`config.mk`:
```
export PLATFORM = sky130hd
export DESIGN_NAME = top1_top5_accuracy_counter
export DESIGN_NICKNAME = d
export VERILOG_FILES = /design/src/rtl/tacc_pkg.sv /design/src/rtl/tacc_slot_cell.sv /design/src/rtl/tacc_topk_chain.sv /design/src/rtl/top1_top5_accuracy_counter.sv
export SDC_FILE = /design/constraint.sdc
export NUM_CORES = 1
export LEC_CHECK = 0
export BUFFER_PORTS_ARGS = -buffer_cell sky130_fd_sc_hd__buf_4
export CORE_MARGIN = 5
export CORE_UTILIZATION = 60
export CTS_CLUSTER_SIZE = 40
export DETAILED_ROUTE_END_ITERATION = 8
export GPL_ROUTABILITY_DRIVEN = 1
export PLACE_DENSITY = 0.83
export SLEW_MARGIN = 40
export SYNTH_ARGS = -nofsm -noshare
export SYNTH_HDL_FRONTEND = slang
export SYNTH_SLANG_ARGS = --single-unit
```
`constraint.sdc`:
```
create_clock -name clk -period 11.4 [get_ports clk]
set_clock_uncertainty 0.15 [all_clocks]
set_input_delay 2.28 -clock clk [delete_from_list [all_inputs] [get_ports clk]]
set_output_delay 2.28 -clock clk [all_outputs]
set_load 0.05 [all_outputs]
```
`src/rtl/tacc_pkg.sv`:
```
// ----------------------------------------------------------------------------
// tacc_pkg
// Shared types and constants of the top-1/top-5 accuracy counter.
// ----------------------------------------------------------------------------
package tacc_pkg;

  localparam int TOPK              = 5;
  localparam int VAL_W             = 16;
  localparam int CLASS_OUT_W       = 10;
  localparam int COUNT_OUT_W       = 24;
  localparam int NCLS_W            = 11;
  localparam int MAX_CLASSES_DEF   = 1024;
  localparam int COUNT_BITS_DEF    = 24;
  localparam logic [NCLS_W-1:0] NUM_CLASSES_RESET = NCLS_W'(10);

  typedef struct packed {
    logic step;
    logic start;
  } tacc_chain_ctl_t;

endpackage

```
`src/rtl/tacc_slot_cell.sv`:
```
// ----------------------------------------------------------------------------
// tacc_slot_cell
// One slot of the ascending top-k list; takes its upper neighbor's entry when
// a new score passes both.
// ----------------------------------------------------------------------------
module tacc_slot_cell #(
  parameter int CLS_W = 10
) (
  input  logic                                clk,
  input  tacc_pkg::tacc_chain_ctl_t           ctl,
  input  logic signed [tacc_pkg::VAL_W-1:0]   score,
  input  logic [CLS_W-1:0]                    pos,
  input  logic                                up_gt,
  input  logic signed [tacc_pkg::VAL_W-1:0]   up_value,
  input  logic [CLS_W-1:0]                    up_class,
  output logic                                gt,
  output logic signed [tacc_pkg::VAL_W-1:0]   cur_value,
  output logic [CLS_W-1:0]                    cur_class,
  output logic [CLS_W-1:0]                    class_next
);
  import tacc_pkg::*;

  logic signed [VAL_W-1:0] slot_value;
  logic [CLS_W-1:0]        slot_class;
  logic signed [VAL_W-1:0] value_next;

  // slots read as zero at sample start
  assign cur_value = ctl.start ? '0 : slot_value;
  assign cur_class = ctl.start ? '0 : slot_class;
  assign gt        = score > cur_value;

  always_comb begin
    if (gt && up_gt) begin
      value_next = up_value;
      class_next = up_class;
    end else if (gt) begin
      value_next = score;
      class_next = pos;
    end else begin
      value_next = cur_value;
      class_next = cur_class;
    end
  end

  always_ff @(posedge clk) begin
    if (ctl.step) begin
      slot_value <= value_next;
      slot_class <= class_next;
    end
  end

endmodule

```
`src/rtl/tacc_topk_chain.sv`:
```
// ----------------------------------------------------------------------------
// tacc_topk_chain
// Row of top-k slot cells plus the top-5 membership check.
// ----------------------------------------------------------------------------
module tacc_topk_chain #(
  parameter int CLS_W = 10
) (
  input  logic                                clk,
  input  tacc_pkg::tacc_chain_ctl_t           ctl,
  input  logic signed [tacc_pkg::VAL_W-1:0]   score,
  input  logic [CLS_W-1:0]                    pos,
  input  logic [CLS_W-1:0]                    label_class_next,
  output logic                                hit5
);
  import tacc_pkg::*;

  logic                    gt     [TOPK+1];
  logic signed [VAL_W-1:0] value  [TOPK+1];
  logic [CLS_W-1:0]        cls    [TOPK+1];
  logic [CLS_W-1:0]        cls_nx [TOPK];

  assign gt[TOPK]    = 1'b0;
  assign value[TOPK] = '0;
  assign cls[TOPK]   = '0;

  for (genvar i = 0; i < TOPK; i++) begin : g_cell
    tacc_slot_cell #(.CLS_W(CLS_W)) u_cell (
      .clk        (clk),
      .ctl        (ctl),
      .score      (score),
      .pos        (pos),
      .up_gt      (gt[i+1]),
      .up_value   (value[i+1]),
      .up_class   (cls[i+1]),
      .gt         (gt[i]),
      .cur_value  (value[i]),
      .cur_class  (cls[i]),
      .class_next (cls_nx[i])
    );
  end

  always_comb begin
    hit5 = 1'b0;
    for (int i = 0; i < TOPK; i++) begin
      if (cls_nx[i] == label_class_next) hit5 = 1'b1;
    end
  end

endmodule

```
`src/rtl/top1_top5_accuracy_counter.sv`:
```
// ----------------------------------------------------------------------------
// top1_top5_accuracy_counter
// Streams class elements of a sample, tracks score and label argmax and a
// five-slot top list, and reports hits and saturating counts per sample.
//
//   channel | handshake          | payload
//   --------+--------------------+---------------------------------------------
//   in      | in_valid/in_stall  | score, label_value, clear_counts
//   out     | out_valid/out_stall| top1_hit, top5_hit, predicted_class,
//           |                    | true_class, top1_count, top5_count,
//           |                    | sample_count
//   cfg     | cfg_write          | cfg_data (num_classes)
//
// One request per cycle while in_stall is low; the result of a sample appears
// in the cycle after its last element is taken, from a single output register.
// in_stall rises only when the next element closes a sample and the output
// register holds an untaken result under out_stall.
// rst clears the element position, the counts and the output valid.
// ----------------------------------------------------------------------------
module top1_top5_accuracy_counter #(
  parameter int MAX_CLASSES = tacc_pkg::MAX_CLASSES_DEF,
  parameter int COUNT_BITS  = tacc_pkg::COUNT_BITS_DEF
) (
  input  logic                                    clk,
  input  logic                                    rst,
  input  logic                                    cfg_write,
  input  logic [tacc_pkg::NCLS_W-1:0]             cfg_data,
  input  logic                                    in_valid,
  output logic                                    in_stall,
  input  logic signed [tacc_pkg::VAL_W-1:0]       score,
  input  logic signed [tacc_pkg::VAL_W-1:0]       label_value,
  input  logic                                    clear_counts,
  output logic                                    out_valid,
  input  logic                                    out_stall,
  output logic                                    top1_hit,
  output logic                                    top5_hit,
  output logic [tacc_pkg::CLASS_OUT_W-1:0]        predicted_class,
  output logic [tacc_pkg::CLASS_OUT_W-1:0]        true_class,
  output logic [tacc_pkg::COUNT_OUT_W-1:0]        top1_count,
  output logic [tacc_pkg::COUNT_OUT_W-1:0]        top5_count,
  output logic [tacc_pkg::COUNT_OUT_W-1:0]        sample_count
);
  import tacc_pkg::*;

  localparam int CLS_W  = $clog2(MAX_CLASSES);
  localparam int CNT_NW = $clog2(MAX_CLASSES + 1);
  localparam int NW     = (CNT_NW > NCLS_W) ? CNT_NW : NCLS_W;
  localparam logic [NW-1:0]         N_MIN   = NW'(2);
  localparam logic [NW-1:0]         N_MAX   = NW'(MAX_CLASSES);
  localparam logic [COUNT_BITS-1:0] CNT_TOP = '1;

  logic [NCLS_W-1:0]       num_classes;
  logic [CLS_W-1:0]        element_counter;
  logic signed [VAL_W-1:0] best_score;
  logic [CLS_W-1:0]        best_class;
  logic signed [VAL_W-1:0] label_best_value;
  logic [CLS_W-1:0]        label_best_class;
  logic [COUNT_BITS-1:0]   top1_hits;
  logic [COUNT_BITS-1:0]   top5_hits;
  logic [COUNT_BITS-1:0]   samples_done;

  logic [NW-1:0]           n_raw;
  logic [NW-1:0]           n_eff;
  logic                    last;
  logic                    accept;
  logic                    start;
  tacc_chain_ctl_t         chain_ctl;

  logic signed [VAL_W-1:0] best_score_next;
  logic [CLS_W-1:0]        best_class_next;
  logic signed [VAL_W-1:0] label_best_value_next;
  logic [CLS_W-1:0]        label_best_class_next;
  logic                    hit1;
  logic                    hit5;
  logic [COUNT_BITS-1:0]   top1_base;
  logic [COUNT_BITS-1:0]   top5_base;
  logic [COUNT_BITS-1:0]   samples_base;
  logic [COUNT_BITS-1:0]   top1_hits_next;
  logic [COUNT_BITS-1:0]   top5_hits_next;
  logic [COUNT_BITS-1:0]   samples_done_next;
  logic [31:0]             top1_wide;
  logic [31:0]             top5_wide;
  logic [31:0]             samples_wide;
  logic [31:0]             pred_wide;
  logic [31:0]             true_wide;

  always_comb begin
    n_raw = NW'(num_classes);
    if (n_raw < N_MIN) begin
      n_eff = N_MIN;
    end else if (n_raw > N_MAX) begin
      n_eff = N_MAX;
    end else begin
      n_eff = n_raw;
    end
  end

  assign last     = (NW'(element_counter) + NW'(1)) >= n_eff;
  assign in_stall = out_valid && out_stall && last;
  assign accept   = in_valid && !in_stall;
  assign start    = (element_counter == '0);

  assign chain_ctl.step  = accept;
  assign chain_ctl.start = start;

  always_comb begin
    best_score_next       = best_score;
    best_class_next       = best_class;
    label_best_value_next = label_best_value;
    label_best_class_next = label_best_class;
    if (start) begin
      best_score_next       = score;
      best_class_next       = '0;
      label_best_value_next = label_value;
      label_best_class_next = '0;
    end else begin
      if (score > best_score) begin
        best_score_next = score;
        best_class_next = element_counter;
      end
      if (label_value > label_best_value) begin
        label_best_value_next = label_value;
        label_best_class_next = element_counter;
      end
    end
  end

  tacc_topk_chain #(.CLS_W(CLS_W)) u_chain (
    .clk              (clk),
    .ctl              (chain_ctl),
    .score            (score),
    .pos              (element_counter),
    .label_class_next (label_best_class_next),
    .hit5             (hit5)
  );

  assign hit1 = (best_class_next == label_best_class_next);

  always_comb begin
    top1_base    = clear_counts ? '0 : top1_hits;
    top5_base    = clear_counts ? '0 : top5_hits;
    samples_base = clear_counts ? '0 : samples_done;
    top1_hits_next    = top1_base;
    top5_hits_next    = top5_base;
    samples_done_next = samples_base;
    if (last) begin
      if (hit1 && top1_base != CNT_TOP) top1_hits_next = top1_base + COUNT_BITS'(1);
      if (hit5 && top5_base != CNT_TOP) top5_hits_next = top5_base + COUNT_BITS'(1);
      if (samples_base != CNT_TOP) samples_done_next = samples_base + COUNT_BITS'(1);
    end
  end

  assign top1_wide    = 32'(top1_hits_next);
  assign top5_wide    = 32'(top5_hits_next);
  assign samples_wide = 32'(samples_done_next);
  assign pred_wide    = 32'(best_class_next);
  assign true_wide    = 32'(label_best_class_next);

  always_ff @(posedge clk) begin
    if (rst) begin
      num_classes     <= NUM_CLASSES_RESET;
      element_counter <= '0;
      top1_hits       <= '0;
      top5_hits       <= '0;
      samples_done    <= '0;
      out_valid       <= 1'b0;
    end else begin
      if (cfg_write) num_classes <= cfg_data;
      if (accept) begin
        element_counter <= last ? '0 : element_counter + CLS_W'(1);
        top1_hits       <= top1_hits_next;
        top5_hits       <= top5_hits_next;
        samples_done    <= samples_done_next;
      end
      if (accept && last) begin
        out_valid <= 1'b1;
      end else if (!out_stall) begin
        out_valid <= 1'b0;
      end
    end
  end

  always_ff @(posedge clk) begin
    if (accept) begin
      best_score       <= best_score_next;
      best_class       <= best_class_next;
      label_best_value <= label_best_value_next;
      label_best_class <= label_best_class_next;
    end
    if (accept && last) begin
      top1_hit        <= hit1;
      top5_hit        <= hit5;
      predicted_class <= pred_wide[CLASS_OUT_W-1:0];
      true_class      <= true_wide[CLASS_OUT_W-1:0];
      top1_count      <= top1_wide[COUNT_OUT_W-1:0];
      top5_count      <= top5_wide[COUNT_OUT_W-1:0];
      sample_count    <= samples_wide[COUNT_OUT_W-1:0];
    end
  end

endmodule

```
* Word level (Yosys, flattened, before mapping)
Index checks and enable logic that the tools add are counted.
Storage, ports and cells: output and inout port bits 96, bits in registers 370, word-level logic and storage cells 123
Operators by class: mux-type cells 55, magnitude comparators 10, reduce and logical (&&, ||, !) cells 16, add/subtract/negate cells 5, equal/unequal tests 10
Operators with widths (number):
- two-way mux 16 bit | 18
- two-way mux 24 bit | 9
- two-way mux 10 bit | 19
- > comparator 16 bit | 7
- adder 24 x 1 -> 24 bit, second input constant | 3
- inequality test 24 bit, second input constant | 3
- equality test 10 bit | 6
- two-way mux 11 bit | 2
- adder 10 x 1 -> 11 bit, second input constant | 1
- >= comparator 11 bit | 1
- > comparator 11 bit, second input constant | 1
- less-than comparator 11 x 2 -> 1 bit, second input constant | 1
- adder 10 x 1 -> 10 bit, second input constant | 1
- logical AND 1 bit | 10
- logical NOT 10 bit | 1
- two-way mux 1 bit | 7
- AND reduction 2 bit | 2
- nonzero test 2 bit | 2
- inequality test 2 x 1 -> 1 bit, second input constant | 1
- logical NOT 1 bit | 1

* Longest topological paths before layout
depth in word-level cells 14, mapped depth 30, gate-level depth less buffers 21

* By module
Synthesis repeated with hierarchy kept, for this count alone.
Unflattened totals: cell total of the unflattened synthesis 2283, area total of the unflattened synthesis 23445.0 µm²
Modules (own cells, without submodules):
- top1_top5_accuracy_counter | instances 1, cells each 1339, seq. area each 6266.0 µm², area each 12769.7 µm²
- tacc_slot_cell at u_chain.g_cell[0].u_cell ... | instances 4, cells each 173, seq. area each 780.7 µm², area each 2011.9 µm²
- tacc_slot_cell at u_chain.g_cell[4].u_cell | instances 1, cells each 174, seq. area each 780.7 µm², area each 1973.1 µm²
- tacc_topk_chain | instances 1, cells each 78, seq. area each 0.0 µm², area each 654.4 µm²

* Least setup slack after synthesis
No wires, ideal clock.
path kind register to register, from register element_counter[2], to register best_class[0] (enable), required time 10.677 ns, data arrival time 7.371 ns, slack 3.306 ns, buffers on the path 4, period minus slack after synthesis 8.094 ns, cell stages (with the launch flop) 16, cell sequence dfxtp_1 > clkbuf_1 > nand3_1 > nor2_1 > nand4_1 > xnor2_1 > ha_1 > o21a_1 > o211ai_1 > nor2_1 > a221oi_1 > clkbuf_1 > o21ai_1 > inv_1 > clkbuf_1 > clkbuf_1
On the way: word-level cells in the longest chain between the ends 5
Ends and longest elaborated chain:
- start: declaration | RTL line top1_top5_accuracy_counter.sv:53 | logic [CLS_W-1:0] element_counter;
- start signal: assignment | RTL line top1_top5_accuracy_counter.sv:170 | element_counter <= last ? '0 : element_counter + CLS_W'(1);
- adder 10 x 1 -> 11 bit | RTL line top1_top5_accuracy_counter.sv:98 | assign last = (NW'(element_counter) + NW'(1)) >= n_eff;
- >= comparator 11 bit | RTL line top1_top5_accuracy_counter.sv:98
- logical AND 1 bit | RTL line top1_top5_accuracy_counter.sv:99 | assign in_stall = out_valid && out_stall && last;
- logical NOT 1 bit | RTL line top1_top5_accuracy_counter.sv:100 | assign accept = in_valid && !in_stall;
- logical AND 1 bit | RTL line top1_top5_accuracy_counter.sv:100
- net accept | RTL line top1_top5_accuracy_counter.sv:65 | logic accept;
- end signal: assignment | RTL line top1_top5_accuracy_counter.sv:186 | best_class <= best_class_next;
- end: declaration | RTL line top1_top5_accuracy_counter.sv:55 | logic [CLS_W-1:0] best_class;
The timed path passes the listed nets, and every way through them passes these cells. A chain may end at the register's enable or synchronous reset.

==> out/results.txt <==
The flow ran to the end, and the final reports show no timing, DRC or antenna violations. Once detailed placement completed, the half-perimeter wirelength came to 43.8 mm. The switching portion of total power was 0.306. In the post-synthesis netlist, the biggest area contributors are sky130_fd_sc_hd__edfxtp_1 (37%), sky130_fd_sc_hd__dfxtp_1 (8.4%), sky130_fd_sc_hd__ha_1 (7.1%), sky130_fd_sc_hd__nand2_1 (4.6%), sky130_fd_sc_hd__a21oi_1 (3.9%).

For this run, the top clock speed supported by timing is 123 MHz. The logs give 2,546 for the detailed router's first-iteration violation count and 8.45 ns for the data arrival time at the worst-slack endpoint. The synthesized design contains 276 enable-type register cells. Buffers inserted during clock tree synthesis total 41.

The power density over the cells works out to 152 nW/um2. Setup violations remaining at the end of the flow were counted as 0. The first global-routing pass estimated 103 mm of wire.

The chip width was 204 um; the vias after detailed routing was 19,800. The library cells used most frequently in the layout, excluding fill and tap cells, are sky130_fd_sc_hd__edfxtp_1 (276), sky130_fd_sc_hd__nand2_1 (274), sky130_fd_sc_hd__nor2_1 (226), sky130_fd_sc_hd__a21oi_1 (175), sky130_fd_sc_hd__buf_4 (175). The tools report the cell at the root of the clock tree as sky130_fd_sc_hd__clkbuf_16.

The path class of the tightest hold or removal check is flop to flop. The logs give 11.72 ns for the endpoint required time on the critical path and 3.27 ns for the final worst slack. After clock tree synthesis, the clock-pin slew on the worst setup and hold paths is 0.06 ns.

In this run, distinct cell masters in the synthesized netlist total 82. The die area is 41,500 um2, and the share of flip-flops with an asynchronous set or reset after synthesis is 0. The mean instance size in the synthesized netlist was 9.32 um2; the cts-stage hold buffer count was 0.

Combinational share of power: 0.225. The area share of the largest cell type after synthesis came out at 0.368. The worst-case IR drop observed on VDD is 0.124 mV. At the later pin of the worst-skew pair, clock insertion delay measures 0.55 ns. Post-CTS repair changed the size of 0 cells. The tools report the max-slew violation count as 0.

For the number of optimization iterations in the first detailed-route pass, the log shows 5. The via density per instance is 6.60. The number of inserted filler cells in the final layout is 2,882, and the total core area is 37,300 um2. The final period utilization was 0.713; the count of H-tree levels built during CTS was 2.

The die is 204 um tall. The tools report the worst flop-to-flop path endpoint as top5_hits[20]. Register bit total from synthesis: 370.

The global router's overall resource usage was 0.304; the sequential fraction of the synthesis area was 0.452. The synthesized cell area came out at 22,500 um2. The tools report the kind of start point of the critical path as a flop.

The total clock sinks was 370; the power share of the sequential group was 0.420. For this design the top-level I/O count stands at 145. Along the worst path, the maximum fanout reaches 162. Adding up every negative setup slack in the final design gives 0 ns.

The worst register-to-register path begins at element_counter[1]. Relative max-transition margin: 0.424. For this run the aggregate overflow at the end of global routing stands at 0.

Initial core utilization: 0.603. The run gives 3.18 ns as the worst-case setup slack after placement. The proportion of power drawn by the clock network was 0.355; the area overhead of the layout relative to synthesis was 13.0%. After floorplanning, the core was divided into 71 placement rows. The run gives 0 as the total setup buffers inserted after CTS. At the pin with the least slew margin, the transition time is 0.862 ns. The count of endpoints failing hold in the final timing report is 0. Counting instances, the worst hold path has a depth of 2.

Buffers placed on the I/O ports in this run total 144. The setup path with the least slack is of type flop to flop. In this run the most critical hold path is launched from top1_hits[1].

The synthesized design spends more area on one cell type than any other, namely sky130_fd_sc_hd__edfxtp_1. The congestion estimate from routability-driven global placement came to 0.956. The maximum number of pins on one net before global-route repair was 163; the shortest clock period the worst path allows after layout was 8.13 ns. The path with the worst hold slack has its endpoint at top1_hits[1].

For the via count of the first global-routing pass, the log shows 18,800. TritonCTS built the clock tree. The tools report the initial antenna violation count as 2. In this run the register-to-register setup slack is 3.27 ns.

Setup repair after global routing left no endpoint under its margin. The run gives 0 as the DRC violation count after routing. The worst-case reg-to-reg path depth was 23; the net count of the mapped netlist was 2,590.

The number of max-capacitance violations reported was 0. The detailed-route wire length was 65.1 mm; the fraction of layout instances using a drive strength above 1 was 0.115. For this design the total switching power over the nets is 1180 uW. The total number of yosys warnings came out at 0. In the final routed layout, each cell accounts on average for 21.7 um. The tools report the sort of element at the end of the critical path as a flop. Counting every instance in the synthesized netlist gives 2,413. The most frequent standard cell in the layout excluding fill and tap cells is sky130_fd_sc_hd__edfxtp_1.

Internal power comes to 2680 uW. The analysis attributes to cell leakage a power of 0.00963 uW. The run gives 3860 uW as the power after layout.

The most used flip-flop cell after synthesis is sky130_fd_sc_hd__edfxtp_1. The clock passes through at most 3 buffers. The tools report the number of routed nets with antenna violations as 0.

Hold is met by 0.316 ns. The final layout contains 2,665 nets.
sequential cells by signal, indices dropped and copies added (netlist names), 24 cells and up:
signal	cells
top1_hits	24
u_chain.g_cell.u_cell.slot_class	50
top5_count	24
samples_done	24
u_chain.g_cell.u_cell.slot_value	80
top5_hits	24
sample_count	24
top1_count	24
worst max-delay path, cell delays in order, from the launching register on:
cell                        delay [ns]
sky130_fd_sc_hd__dfxtp_1          0.62
sky130_fd_sc_hd__inv_1            0.29
sky130_fd_sc_hd__ha_1             0.24
sky130_fd_sc_hd__nor2b_1          0.13
sky130_fd_sc_hd__nand4_1          0.14
sky130_fd_sc_hd__buf_12           0.57
sky130_fd_sc_hd__nand2_1          0.23
sky130_fd_sc_hd__ha_1             0.33
sky130_fd_sc_hd__a211oi_1         0.23
sky130_fd_sc_hd__nor2_1           0.14
sky130_fd_sc_hd__nor4_1           0.61
sky130_fd_sc_hd__o31a_1           0.55
sky130_fd_sc_hd__nand2_2          0.50
sky130_fd_sc_hd__buf_4            0.44
sky130_fd_sc_hd__a22oi_1          0.24
sky130_fd_sc_hd__o2bb2ai_1        0.12
sky130_fd_sc_hd__mux2_2           0.29
sky130_fd_sc_hd__a211oi_1         0.21
sky130_fd_sc_hd__nand4_1          0.40
sky130_fd_sc_hd__a21oi_4          0.50
sky130_fd_sc_hd__buf_8            0.25
sky130_fd_sc_hd__nand2_2          0.13
sky130_fd_sc_hd__or4_1            0.51
sky130_fd_sc_hd__a31oi_1          0.17
metrics by stage:
step | cell area [um2] | instances | util
3_5_place_dp | 24000 | 2918 | 0.643
2_1_floorplan | 22500 | 2413 | -
4_1_cts | 25400 | 2993 | 0.680
5_1_grt | 25400 | 2995 | 0.682
3_3_place_gp | 23900 | 2916 | 0.642
6_report | 25400 | 2995 | 0.682
cells by family after synthesis:
kind of cell | synth area share
buffers and inverters | 0.0408
xor gates and xnor gates | 0.0428
adders and majority gates | 0.0712
and+or+nand+nor | 0.194
AOI/OAI and AO/OA | 0.182
DFF | 0.452
muxes | 0.0175
worst max path at each step:
stage,startpoint,endpoint,slack (ns),cells after the start
floorplan,element_counter[2],best_class[0],3.31,15
global placement,score[15],top5_count[21],2.69,17
detailed placement,score[5],top5_hits[20],3.18,18
CTS,element_counter[1],top5_hits[20],3.46,23
global route,element_counter[1],top5_hits[20],2.89,23
finish,element_counter[1],top5_hits[20],3.27,23
cell type report:
cell class                      instances  area [um2]  share of cell area
Clock inverter                         21         258              0.0101
Antenna cell                            1        2.50           0.0000984
Inverter                               92         353              0.0139
Clock buffer                           54        1100              0.0434
Tap cell                              474         593              0.0233
Multi-Input combinational cell       1802       11500               0.454
Timing Repair Buffer                  181        1400              0.0552
Sequential cell                       370       10200               0.400
cell usage after synthesis, drive strengths merged, types with 11 or more instances:
cell type,number
o211ai,16
nor4,18
and3,37
inv,91
a211oi,84
nand3,56
a21oi,178
nand2b,24
nor2,229
and2,21
and4,19
o21ai,127
mux2,11
xnor2,77
clkbuf,125
a22oi,39
dfxtp,94
a31oi,35
nor2b,45
o31ai,11
nand2,277
edfxtp,276
xor2,33
a21o,28
nand4,70
mux2i,24
a221o,18
or4,12
or3,28
nor3,44
ha,128
buf,24
layer usage:
layer / track usage / vias up / share of wire
met5: 0 / - / 0
met4: 0.101 / 0 / 0.031
met3: 0.0588 / 156 / 0.092
met2: 0.476 / 980 / 0.46
met1: 0.429 / 9502 / 0.41
li1: - / 9129 / -
power by group through the flow:
stage	Clock, uW	Combinational (uW)	Sequential, uW
after global placement	0	813	1650
after global routing	1450	946	1630
after detailed placement	0	838	1650
final	1370	869	1620
after floorplan	0	575	1660
after CTS	1390	844	1620
(Power assumes the default switching activity.)
